File: src/rtl/ipv6_dotp_pkg.sv
// Shared types and constants for the IPv6 destination options TLV parser.
// Depends on nothing; imported by ipv6_dest_option_tlv_parser_top.
`timescale 1ns / 1ps

package ipv6_dotp_pkg;

  // Parse phase codes.
  localparam logic [2:0] PH_IDLE   = 3'd0;
  localparam logic [2:0] PH_LEN    = 3'd1;
  localparam logic [2:0] PH_TYPE   = 3'd2;
  localparam logic [2:0] PH_OPTLEN = 3'd3;
  localparam logic [2:0] PH_SKIP   = 3'd4;
  localparam logic [2:0] PH_DONE   = 3'd5;

  // Verdict codes.
  localparam logic [1:0] VERDICT_ACCEPT    = 2'd0;
  localparam logic [1:0] VERDICT_DROP      = 2'd1;
  localparam logic [1:0] VERDICT_ICMP      = 2'd2;
  localparam logic [1:0] VERDICT_MALFORMED = 2'd3;

  // Unknown-option action codes, taken from type bits 7..6.
  localparam logic [1:0] ACT_SKIP      = 2'd0;
  localparam logic [1:0] ACT_DROP      = 2'd1;
  localparam logic [1:0] ACT_ICMP      = 2'd2;
  localparam logic [1:0] ACT_ICMP_UCST = 2'd3;

  // Option types with built-in handling.
  localparam logic [7:0] OPT_PAD1 = 8'd0;
  localparam logic [7:0] OPT_PADN = 8'd1;

  // One result item.
  typedef struct packed {
    logic [1:0]  verdict;
    logic [7:0]  next_header;
    logic [15:0] icmp_pointer;
  } result_t;

endpackage

File: src/rtl/ipv6_dest_option_tlv_parser_top.sv
// Top level of the IPv6 destination options TLV parser.
// Depends on ipv6_dotp_pkg for phase, verdict and action codes and the result type.
`timescale 1ns / 1ps

// Channel   Direction  Handshake            Payload
// input     in         in_valid / in_ready  data_byte, first_byte, header_offset, dst_multicast
// output    out        out_valid/out_ready  verdict, next_header, icmp_pointer
//
// The parse state is updated at the edge where an item is accepted; any result lands in the
// output register at that same edge, or in the skid register while the output is held.
// While the skid register is empty, one header byte per clock is accepted and sustained.
// A skid register behind the output register lets one more result be taken while the
// output is stalled; in_ready falls only while the skid register is occupied.
// Synchronous reset clears the parse phase and both result valid flags.

module ipv6_dest_option_tlv_parser_top
  import ipv6_dotp_pkg::*;
(
  input  logic        clk,
  input  logic        rst,
  input  logic        in_valid,
  output logic        in_ready,
  input  logic [7:0]  data_byte,
  input  logic        first_byte,
  input  logic [15:0] header_offset,
  input  logic        dst_multicast,
  output logic        out_valid,
  input  logic        out_ready,
  output logic [1:0]  verdict,
  output logic [7:0]  next_header,
  output logic [15:0] icmp_pointer
);

  // Parse state.
  logic [2:0]  phase, phase_next;
  logic [7:0]  saved_next_header, saved_next_header_next;
  logic [10:0] bytes_left, bytes_left_next;
  logic [7:0]  option_skip_count, option_skip_count_next;
  logic [15:0] option_pointer, option_pointer_next;
  logic        multicast_flag, multicast_flag_next;

  // Result storage: output register plus one skid entry.
  result_t     out_item, skid_item, new_item;
  logic        skid_valid;
  logic        push;
  logic        accept;

  logic [1:0]  action;
  logic [10:0] bytes_dec;

  assign accept = in_valid && in_ready;
  assign in_ready = !skid_valid;

  assign action    = data_byte[7:6];
  assign bytes_dec = bytes_left - 11'd1;

  // Next-state logic for one accepted byte.
  always_comb begin
    phase_next             = phase;
    saved_next_header_next = saved_next_header;
    bytes_left_next        = bytes_left;
    option_skip_count_next = option_skip_count;
    option_pointer_next    = option_pointer;
    multicast_flag_next    = multicast_flag;
    push                   = 1'b0;
    new_item.verdict       = VERDICT_ACCEPT;
    new_item.next_header   = saved_next_header;
    new_item.icmp_pointer  = 16'd0;

    if (first_byte) begin
      // A first byte always opens a new header, abandoning any one in progress.
      saved_next_header_next = data_byte;
      multicast_flag_next    = dst_multicast;
      option_pointer_next    = header_offset + 16'd1;
      bytes_left_next        = 11'd0;
      option_skip_count_next = 8'd0;
      phase_next             = PH_LEN;
    end else begin
      unique case (phase) inside
        PH_LEN: begin
          option_pointer_next = option_pointer + 16'd1;
          // Header is (len + 1) * 8 bytes; two are already consumed.
          bytes_left_next     = {data_byte, 3'b110};
          phase_next          = PH_TYPE;
        end
        PH_TYPE, PH_OPTLEN, PH_SKIP: begin
          option_pointer_next = option_pointer + 16'd1;
          if (phase == PH_TYPE && data_byte != OPT_PAD1 && data_byte != OPT_PADN &&
              action != ACT_SKIP) begin
            // Unknown option whose action is not skip (drop or ICMP): report at once.
            push       = 1'b1;
            phase_next = PH_DONE;
            if (action == ACT_DROP || (action == ACT_ICMP_UCST && multicast_flag)) begin
              new_item.verdict = VERDICT_DROP;
            end else begin
              new_item.verdict      = VERDICT_ICMP;
              new_item.icmp_pointer = option_pointer;
            end
          end else begin
            if (phase == PH_TYPE) begin
              // Pad1 stays on an option boundary; others read a length next.
              if (data_byte != OPT_PAD1) begin
                phase_next = PH_OPTLEN;
              end
            end else if (phase == PH_OPTLEN) begin
              option_skip_count_next = data_byte;
              phase_next = (data_byte == 8'd0) ? PH_TYPE : PH_SKIP;
            end else begin
              option_skip_count_next = option_skip_count - 8'd1;
              if (option_skip_count == 8'd1) begin
                phase_next = PH_TYPE;
              end
            end
            bytes_left_next = bytes_dec;
            if (bytes_dec == 11'd0) begin
              // End of header: clean only when it ends on an option boundary.
              push       = 1'b1;
              new_item.verdict = (phase_next == PH_TYPE) ? VERDICT_ACCEPT
                                                         : VERDICT_MALFORMED;
              phase_next = PH_DONE;
            end
          end
        end
        default: begin
          // Idle, done and unused codes ignore stray bytes.
        end
      endcase
    end
  end

  always_ff @(posedge clk) begin
    if (rst) begin
      phase <= PH_IDLE;
    end else if (accept) begin
      phase <= phase_next;
    end
    if (accept) begin
      saved_next_header <= saved_next_header_next;
      bytes_left        <= bytes_left_next;
      option_skip_count <= option_skip_count_next;
      option_pointer    <= option_pointer_next;
      multicast_flag    <= multicast_flag_next;
    end
  end

  // Output register with a skid entry behind it.
  always_ff @(posedge clk) begin
    if (rst) begin
      out_valid  <= 1'b0;
      skid_valid <= 1'b0;
    end else if (!out_valid || out_ready) begin
      if (skid_valid) begin
        out_valid  <= 1'b1;
        skid_valid <= accept && push;
      end else begin
        out_valid  <= accept && push;
      end
    end else if (accept && push) begin
      skid_valid <= 1'b1;
    end
  end

  always_ff @(posedge clk) begin
    if (!out_valid || out_ready) begin
      if (skid_valid) begin
        out_item  <= skid_item;
        skid_item <= new_item;
      end else begin
        out_item  <= new_item;
      end
    end else if (accept && push && !skid_valid) begin
      skid_item <= new_item;
    end
  end

  assign verdict      = out_item.verdict;
  assign next_header  = out_item.next_header;
  assign icmp_pointer = out_item.icmp_pointer;

  // The skid entry is only ever filled behind a held output.
  a_skid_behind_out: assert property (@(posedge clk) disable iff (rst)
    skid_valid |-> out_valid)
    else $error("skid entry valid without output valid");

  // Only an ICMP verdict carries a pointer.
  a_pointer_zero: assert property (@(posedge clk) disable iff (rst)
    (out_valid && verdict != VERDICT_ICMP) |-> (icmp_pointer == 16'd0))
    else $error("icmp_pointer set without ICMP verdict");

  // A first byte always leads to the length phase.
  a_first_to_len: assert property (@(posedge clk) disable iff (rst)
    (accept && first_byte) |=> (phase == PH_LEN))
    else $error("first byte did not start a header");

  // Every result closes the header.
  a_result_done: assert property (@(posedge clk) disable iff (rst)
    (accept && push) |=> (phase == PH_DONE && out_valid))
    else $error("result given without closing the header");

endmodule
File: config.mk
export PLATFORM = sky130hd
export DESIGN_NAME = ipv6_dest_option_tlv_parser_top
export DESIGN_NICKNAME = d
export VERILOG_FILES = /design/src/rtl/ipv6_dotp_pkg.sv /design/src/rtl/ipv6_dest_option_tlv_parser_top.sv
export SDC_FILE = /design/constraint.sdc
export NUM_CORES = 1
export LEC_CHECK = 0
export ABC_AREA = 1
export CELL_PAD_IN_SITES_DETAIL_PLACEMENT = 0
export CELL_PAD_IN_SITES_GLOBAL_PLACEMENT = 1
export CORE_MARGIN = 10
export CORE_UTILIZATION = 55
export CTS_BUF_LIST = sky130_fd_sc_hd__clkbuf_8
export DETAILED_ROUTE_END_ITERATION = 8
export DONT_BUFFER_PORTS = 1
export PLACE_DENSITY_LB_ADDON = 0.1
export SETUP_SLACK_MARGIN = 0.15
export SYNTH_ARGS = -nofsm -noshare
export SYNTH_HDL_FRONTEND = slang
export SYNTH_SLANG_ARGS = --single-unit
File: constraint.sdc
create_clock -name clk -period 5.8 [get_ports clk]
set_input_delay 0.29 -clock clk [delete_from_list [all_inputs] [get_ports clk]]
set_output_delay 0.29 -clock clk [all_outputs]
set_load 0.02 [all_outputs]
==> results of run 1 <==
## routing by layer
metal  vias to the layer above  routed length, µm
met2                       104               4220
met3                        12                616
li1                       1710                  -
met1                      1545               5320
met5                         -                  0
met4                         0                131
## critical path, stage by stage (launching register included)
cell and delay, ns:
edfxtp_1 0.45, inv_1 0.18, ha_1 0.22, inv_1 0.08, nand2_1 0.06, nand2_1 0.07, nor2_1 0.09, nand2_1 0.06
nor2_1 0.09, nand2_1 0.06, nor2_1 0.09, nand2_1 0.11, nand2_1 0.10, nand3_1 0.12, a21oi_2 0.16, buf_4 0.33
## layout by cell type (no fill, tap or decap), types with 2 or more instances in the layout
master	Yosys	layout
inv_6	0	3
o21ai_1	2	2
a31oi_1	2	2
or2_2	2	2
inv_2	4	4
nand4_1	5	5
xor2_1	13	13
dfxtp_1	5	5
nand2_1	154	154
mux2i_1	4	4
buf_4	1	3
edfxtp_1	96	96
nand3_1	18	18
ha_1	5	5
o22ai_1	3	3
nor2_4	3	3
clkbuf_8	0	9
a21oi_1	16	15
nor2_2	9	9
nor2_1	50	50
xnor2_1	6	6
o21ai_0	27	27
nor3_1	10	10
inv_1	57	57
nor3_4	4	4
## cell families after synthesis
| group | count (synthesis) | synth area share [%] |
|---|---|---|
| flip-flops | 101 | 59.7 |
| adder cells (fa/ha/maj) | 5 | 1.25 |
| buffers and inverters | 75 | 6.06 |
| XOR/XNOR | 19 | 3.33 |
| AO/OA/AOI/OAI | 53 | 5.66 |
| multiplexers | 4 | 0.801 |
| AND/OR/NAND/NOR | 262 | 23.2 |
## final cells by class
type	count	area (µm²)
clock buffers	9	124
clock inverters	7	80.1
fillers	770	3470
inverters	61	229
multi-input cells	343	1710
flip-flops and latches	101	2980
well taps	108	135
repair buffers	4	32.5
## state kept, by name, indices dropped and copies added (netlist names)
register / count
skid_item: 26
next_header: 8
saved_next_header: 8
icmp_pointer: 16
out_valid: 1
multicast_flag: 1
skid_valid: 1
option_skip_count: 8
verdict: 2
phase: 3
bytes_left: 11
option_pointer: 16
## power groups by stage
stage | clock, µW | combinational (µW) | sequential [µW]
2_1_floorplan | 0 | 131 | 877
5_1_grt | 500 | 185 | 874
3_3_place_gp | 0 | 159 | 884
6_report | 462 | 162 | 868
4_1_cts | 471 | 162 | 868
3_5_place_dp | 0 | 160 | 885
## per-stage QoR
step	worst slack [ns]	utilization (%)	hold slack [ns]
detailed placement	3.24	58.0	0.366
global route	2.94	60.5	0.00389
global placement	3.30	58.0	0.362
CTS	3.21	60.5	0.00942
finish	3.20	60.5	0.0206
floorplan	2.60	-	0.359
## how the worst max path moves through the flow
stage / startpoint / endpoint / slack (ns) / cells after the start
5_1_grt: bytes_left[0] / skid_item[24] / 2.94 / 15
4_1_cts: bytes_left[0] / skid_item[15] / 3.21 / 13
3_5_place_dp: bytes_left[0] / skid_item[6] / 3.24 / 15
2_1_floorplan: bytes_left[0] / skid_item[0] / 2.60 / 14
6_report: bytes_left[0] / skid_item[19] / 3.20 / 15
3_3_place_gp: bytes_left[0] / skid_item[5] / 3.30 / 15
==> flow_summary.ini, run 1 <==
[critical_path]
cp.required_ns = 5.83
cp.arrival_ns = 2.62
r2r_cells = 15
path_class = reg -> reg
path_max_fanout = 26
worstReg2RegEnd = skid_item[19]
ff2ff_setup_slack_ns = 3.20
rr_startpoint = bytes_left[0]
cp-end-kind = flop
critPathLaunchType = flop

[route]
dr_total_vias = 3371
finalWirelength_um = 10300
antenna_left = 0
drt-wirelength-per-cell_um = 16.2
drt-initial-drc-count = 208
via_per_inst = 5.33
drc = 0
firstDrtPassIters = 5

[power]
swShare_pct = 26.5
clockPowerShare_pct = 31.0
peakVddDrop_uv = 159
p_leak_uw = 0.00214
combinationalPowerShare_pct = 10.9
power_frac_seq_pct = 58.2
p_switching_uw = 396
power_density_nw_per_um2 = 282
p_int_uw = 1100
report.power.total_uw = 1490

[global_route]
gr-usage-met2_pct = 21.5
antenna_found_initial = 0
grt.busiest_layer = met1
use_met1_pct = 24.7
gr-usage-met3_pct = 3.33
grt_pass1_vias = 3170
track_usage_pct = 15.9
grt.overflow.total = 0
grt_pass1_wl_um = 16600
grt_max_degree = 34

[floorplan]
dieHeight_um = 115
start_util_pct = 57.0
fp.dieW_um = 115
core_um2 = 8760
rows = 34
dieArea_um2 = 13300
io_pins = 58

[timing]
slew_viol_final = 0
rsz0062_at_grt = false
tightest_slew_ns = 1.15
fin_crit_sh_pct = 44.7
finalSetupTns_ns = 0
setup_viol = 0
max-slew-margin-rel_pct = 23.6
clock_skew_ns = 0.0208
min_period_ns = 2.60
finalHoldViolations = 0
max_freq_mhz = 385

[logic_synthesis]
ys_seq_elements = 101
synth_cell_types = 37
synth_top_area_share_pct = 57.7
synth_cells = 519
synth-edff-count = 96
yosysMostFrequentCell = nand2_1
synth_commonest_cells = nand2_1, edfxtp_1, inv_1
syn_area_um2 = 5000
ys_async_sr_fraction_pct = 0
synthTopCellsByArea = edfxtp_1, nand2_1, inv_1, nor2_1, o21ai_0
synth_area_per_cell_um2 = 9.63
yosysWarnings = 0
ys_seq_area_share_pct = 59.7
synth_top_area_cell = edfxtp_1
synth-main-ff-cell = edfxtp_1
synth_nets = 554

[placed_design]
globalplace.congestion = 0.893
place_area_um2 = 5080
dp_hpwl_um = 7560
port_buffers = 0
dp.cells = 616

[worst_hold_path]
min_to = multicast_flag
hold_path.class = in -> reg
min_path_cells = 0
min_from = dst_multicast

[cts]
cts_resized = 0
cts.sinks = 101
cts_tree = done
clock_latency_ns = 0.37
clk_path_buf_depth = 2
clockRootBuffer = clkbuf_8
cts_setup_buffers = 0
cts_buffers = 9
postCtsHoldBufs = 1
cts_max_level = 3
clkTransAtPathRegs_ns = 0.10

[final_layout]
drive_gt1_share_pct = 8.95
n_antenna_cell = 0
area_growth_pct = 6.04
layout.nets = 555
stdcell_count = 633
fin_area_um2 = 5300

[job]
drv_cap = 0

[outcome]
status = finished, final reports clean
(Power assumes the default switching activity.)
==> run 2, diff against run 1 <==
ABC_AREA = 0   (was 1)
CORE_UTILIZATION = 49   (was 55)
clock period = 2.2 ns   (was 5.8 ns; I/O delays follow)
==> flow_summary.ini, run 2 <==
[power]
power_frac_seq_pct = 59.1
peakVddDrop_uv = 387
combinationalPowerShare_pct = 11.2
clockPowerShare_pct = 29.7
p_switching_uw = 982
p_leak_uw = 0.00209
p_int_uw = 2820
swShare_pct = 25.8
power_density_nw_per_um2 = 649

[logic_synthesis]
synth_area_per_cell_um2 = 12.8
synth-edff-count = 96
synth_nets = 427
synth_top_area_cell = edfxtp_1
syn_area_um2 = 5000
synth-main-ff-cell = edfxtp_1
ys_seq_elements = 101
synth_top_area_share_pct = 57.6
synth_cell_types = 52
synth_commonest_cells = edfxtp_1, nand2_1, nor2_1
yosysWarnings = 0
ys_async_sr_fraction_pct = 0
synth_cells = 392
ys_seq_area_share_pct = 59.6
yosysMostFrequentCell = edfxtp_1
synthTopCellsByArea = edfxtp_1, mux2_2, xnor2_1, mux2i_1, nand2_1

[cts]
cts_buffers = 9
clkTransAtPathRegs_ns = 0.11
clock_latency_ns = 0.37
cts.sinks = 101
cts_tree = done
cts_max_level = 3
clockRootBuffer = clkbuf_8
clk_path_buf_depth = 2

[final_layout]
layout.nets = 474
fin_area_um2 = 5850
largest_reg_flops = 26
regMostFlops = skid_item
area_growth_pct = 17.0
final_common_cell = edfxtp_1
drive_gt1_share_pct = 24.3
n_antenna_cell = 0
layout.cells.most_common_list = edfxtp_1, buf_4, nand2_1

[critical_path]
cp-end-kind = flop
rr_startpoint = bytes_left[7]
r2r_cells = 6
cp_slowest_cell = or4_4
slowest_delay_ns = 0.55
path_delay_family = simple AND/OR/NAND/NOR gates
worstReg2RegEnd = skid_item[16]
path_cells = or4_4 > or4_4 > nand4_4 > a21oi_4 > o41ai_4 > buf_12
cp.required_ns = 2.26
critPathLaunch = bytes_left[7]
path_max_fanout = 26
ff2ff_setup_slack_ns = -0.18
path_class = reg -> reg
crit_top_cell = or4_4
cp.arrival_ns = 2.45
critPathLaunchType = flop
critPathBufInv = 1

[route]
finalWirelength_um = 10900
dr_total_vias = 3261
drt-wirelength-per-cell_um = 19.0
antenna_left = 0
drc = 0
drt-initial-drc-count = 300
via_per_inst = 5.65
firstDrtPassIters = 4

[worst_hold_path]
min_to = option_skip_count[7]
min_from = data_byte[7]
hold_path.class = in -> reg
min_path_cells = 2

[timing]
clock_skew_ns = 0.0189
setup_viol = 29
tightest_slew_ns = 0.652
fin_crit_sh_pct = 108
min_period_ns = 2.38
max-slew-margin-rel_pct = 56.6
finalHoldViolations = 0
finalSetupTns_ns = -4.57
max_freq_mhz = 420
rsz0062_at_grt = true
layout_setup_ws_ns = -0.182
slew_viol_final = 0

[global_route]
grt_pass1_wl_um = 17000
antenna_found_initial = 0
grt.overflow.total = 0
grt_pass1_vias = 3062
grt_max_degree = 38
track_usage_pct = 14.7

[placed_design]
port_buffers = 0
globalplace.congestion = 0.846
dp_hpwl_um = 7700
place_area_um2 = 5440

[floorplan]
dieArea_um2 = 14600
fp.dieW_um = 121
start_util_pct = 50.7
dieHeight_um = 121
core_um2 = 9860
rows = 36
io_pins = 58

[outcome]
violations = setup timing
status = complete, but fails checks

[job]
drv_cap = 0
[run 2: cell count changes in the layout (fill, tap and decap cells not counted), sizes merged, moves of 6 or more]
cell / before / now
mux2: 0 / 26
nor3: 15 / 9
mux2i: 4 / 12
nor2: 62 / 30
o21ai: 30 / 15
inv: 65 / 13
nand2: 155 / 31
xnor2: 6 / 18
buf: 3 / 36
dlygate4sd3: 1 / 13
and2: 1 / 17
a211oi: 0 / 10
a21oi: 16 / 10
nand3: 19 / 10
[run 2: worst max path at each step]
stage / to / cells after the start
2_1_floorplan: skid_item[0] / 5
3_3_place_gp: skid_item[13] / 6
3_5_place_dp: skid_item[14] / 6
4_1_cts: skid_item[16] / 6
5_1_grt: skid_item[23] / 6
6_report: skid_item[16] / 6
[run 2: worst reg2reg max path, delay by kind of cell (launching register included)]
family,cells,cell delay [ns]
AO/OA/AOI/OAI,2,0.35
buffers and inverters,1,0.23
flip-flops,1,0.41
AND/OR/NAND/NOR,3,1.09
[run 2: final cells by class]
cell class	count	area (µm²)
multi-input combinational	267	2040
inverter	10	37.5
timing repair buffer	50	433
clock inverter	7	68.8
tap	133	166
clock buffer	9	124
fill	768	4010
sequential	101	2980
[run 2: kinds of logic after synthesis]
group,share of synthesized area (%)
buf+inv,1.88
xor+xnor,5.43
compound gates,9.33
simple gates,14.2
flops,59.6
mux,8.26
fa+ha+maj,1.25
[run 2: metrics by stage]
| step | instances | total power, µW | hold slack (ns) | util, % | worst slack [ns] |
|---|---|---|---|---|---|
| 4_1_cts | 576 | 3820 | 0.0157 | 58.8 | -0.187 |
| 5_1_grt | 577 | 3950 | 0.0248 | 59.3 | -0.245 |
| 2_1_floorplan | 392 | 2550 | 0.182 | - | -0.781 |
| 6_report | 577 | 3800 | 0.0307 | 59.3 | -0.182 |
| 3_5_place_dp | 545 | 2660 | 0.191 | 55.1 | -0.194 |
| 3_3_place_gp | 545 | 2650 | 0.186 | 55.1 | -0.126 |
[run 2: power by group through the flow]
stage	Sequential [µW]	Combinational (µW)	Clock [µW]
finish	2250	424	1130
global route	2260	464	1230
CTS	2240	411	1160
detailed placement	2290	369	0
global placement	2290	362	0
floorplan	2280	277	0
[run 2: layer usage]
metal / wire length [µm] / up-vias / share of wire [%] / track usage [%]
met2: 4650 / 115 / 42 / 21.1
li1: - / 1572 / - / -
met4: 121 / 0 / 1.1 / 4.22
met1: 5380 / 1561 / 49 / 21.2
met3: 790 / 13 / 7.2 / 3.96
met5: 0 / - / 0 / 0
[run 2: timing repair]
item | 4_1_cts | 5_1_grt
pin swaps | 2 | 1
hold buffers | 14 | 0
setup endpoints to repair | 49 | 65
hold endpoints to repair | 34 | 0
setup buffers | 1 | 1
resized for setup | 3 | 10
==> run 3, diff against run 2 <==
CORE_UTILIZATION = 30   (was 49)
clock period = 2 ns   (was 2.2 ns; I/O delays follow)
==> flow_summary.ini, run 3 (synthesized netlist as in run 2, its figures left out) <==
[power]
combinationalPowerShare_pct = 12.3
clockPowerShare_pct = 33.0
swShare_pct = 24.9
power_frac_seq_pct = 54.7
p_int_uw = 3380
p_leak_uw = 0.00230
power_density_nw_per_um2 = 705
peakVddDrop_uv = 267
p_switching_uw = 1120

[outcome]
violations = setup timing
status = complete, but fails checks

[floorplan]
rows = 47
dieArea_um2 = 22200
core_um2 = 16500
fp.dieW_um = 149
io_pins = 58
dieHeight_um = 149
start_util_pct = 30.4

[timing]
tightest_slew_ns = 0.485
finalHoldViolations = 0
rsz0062_at_grt = true
fin_crit_sh_pct = 121
slew_viol_final = 0
layout_setup_ws_ns = -0.419
setup_viol = 35
max-slew-margin-rel_pct = 67.6
finalSetupTns_ns = -13.12
min_period_ns = 2.42
clock_skew_ns = 0.0137
max_freq_mhz = 413

[critical_path]
worstReg2RegEnd = skid_item[17]
path_class = reg -> reg
rr_startpoint = bytes_left[7]
critPathLaunchType = flop
cp.required_ns = 2.11
cp-end-kind = flop
path_max_fanout = 5
cp.arrival_ns = 2.53
r2r_cells = 7
ff2ff_setup_slack_ns = -0.42

[final_layout]
layout.nets = 512
regMostFlops = skid_item
nFillCells = 1607
layout.cells.most_common_list = edfxtp_1, buf_4, nand2_1
multi_input_area_um2 = 2080
area_growth_pct = 27.7
final_common_cell = edfxtp_1
largest_reg_flops = 26
fin_util_pct = 38.8
regArea_um2 = 2980
drive_gt1_share_pct = 29.9

[cts]
clkTransAtPathRegs_ns = 0.11
cts.sinks = 101
clockRootBuffer = clkbuf_8
cts_max_level = 3
cts_tree = done
clk_path_buf_depth = 2
clock_latency_ns = 0.38
cts_buffers = 9

[route]
via_per_inst = 4.80
drc = 0
dr_total_vias = 3372
wl_met3_um = 664
wl_met1_um = 6440
firstDrtPassIters = 4
antenna_left = 0
drt-initial-drc-count = 209
top_layer = met4
finalWirelength_um = 12700
drt-wirelength-per-cell_um = 18.1
wl_met2_um = 5490

[global_route]
grt_pass1_wl_um = 19900
grt.overflow.total = 0
grt_max_degree = 37
antenna_found_initial = 1
track_usage_pct = 11.5
grt_pass1_vias = 3384

[placed_design]
dp_slack_ns = -0.455
globalplace.congestion = 0.767
port_buffers = 0
dp_hpwl_um = 9070

[worst_hold_path]
hold_path.class = in -> reg
min_path_cells = 2
min_from = data_byte[5]
min_to = option_skip_count[5]

[job]
drv_cap = 0
## run 3: cell count changes in the layout (fill, tap and decap cells not counted), sizes merged
cell,delta
buf,+31
inv,-1
diode,+1
dlygate4sd3,+4
bufinv,+2
clkbuf,+3
dlymetal6s4s,-1
clkinv,-1
nor2,+1
## run 3: power by group through the flow
| stage | combinational [µW] | sequential [µW] | clock (µW) |
|---|---|---|---|
| after detailed placement | 449 | 2520 | 0 |
| after global routing | 608 | 2480 | 1610 |
| after floorplan | 305 | 2500 | 0 |
| after CTS | 540 | 2470 | 1530 |
| after global placement | 447 | 2510 | 0 |
| final | 552 | 2470 | 1490 |
## run 3: metrics by stage
stage | cell area [µm²] | hold WS, ns | instances | power [µW]
finish | 6380 | 0.0149 | 703 | 4500
global route | 6380 | 0.00708 | 703 | 4700
CTS | 6220 | 0.0000503 | 692 | 4530
detailed placement | 5660 | 0.178 | 648 | 2960
global placement | 5660 | 0.176 | 648 | 2960
floorplan | 5110 | 0.172 | 392 | 2810
## run 3: metal layers
| metal | GRT usage (%) | vias to the layer above |
|---|---|---|
| met1 | 16.7 | 1640 |
| met4 | 4.27 | 0 |
| li1 | - | 1652 |
| met3 | 2.97 | 10 |
| met5 | 0 | - |
| met2 | 15.9 | 70 |
## run 3: worst max-delay path by stage
stage / startpoint / endpoint / slack (ns) / cells past startpoint
after floorplan: bytes_left[7] / skid_item[0] / -0.98 / 5
final: bytes_left[7] / skid_item[17] / -0.42 / 7
after global routing: bytes_left[5] / skid_item[17] / -0.48 / 7
after global placement: bytes_left[7] / skid_item[21] / -0.42 / 6
after detailed placement: bytes_left[7] / skid_item[21] / -0.46 / 6
after CTS: bytes_left[7] / skid_item[6] / -0.47 / 7
## run 3: what timing repair did
item	CTS	global route
resized for setup	14	16
hold endpoints to repair	39	0
endpoints found under the setup margin	70	59
hold buffers	18	0
setup buffers	10	7
pin swaps	7	8
gates cloned	0	3
## run 3: cell type report
class	instances	area share, %
antenna	1	0.0392
clock buffer	9	1.94
clock inverter	7	1.51
inverter	10	0.627
multi-input combinational	268	32.6
sequential	101	46.7
tap	220	4.31
timing repair buffer	87	12.2
## run 3: worst max-delay path, cell delays in order (launching register included)
cell,delay [ns]
edfxtp_1,0.40
or4_4,0.55
or4_4,0.44
nand4_4,0.10
a21oi_4,0.07
o41ai_4,0.22
buf_6,0.20
clkbuf_16,0.15
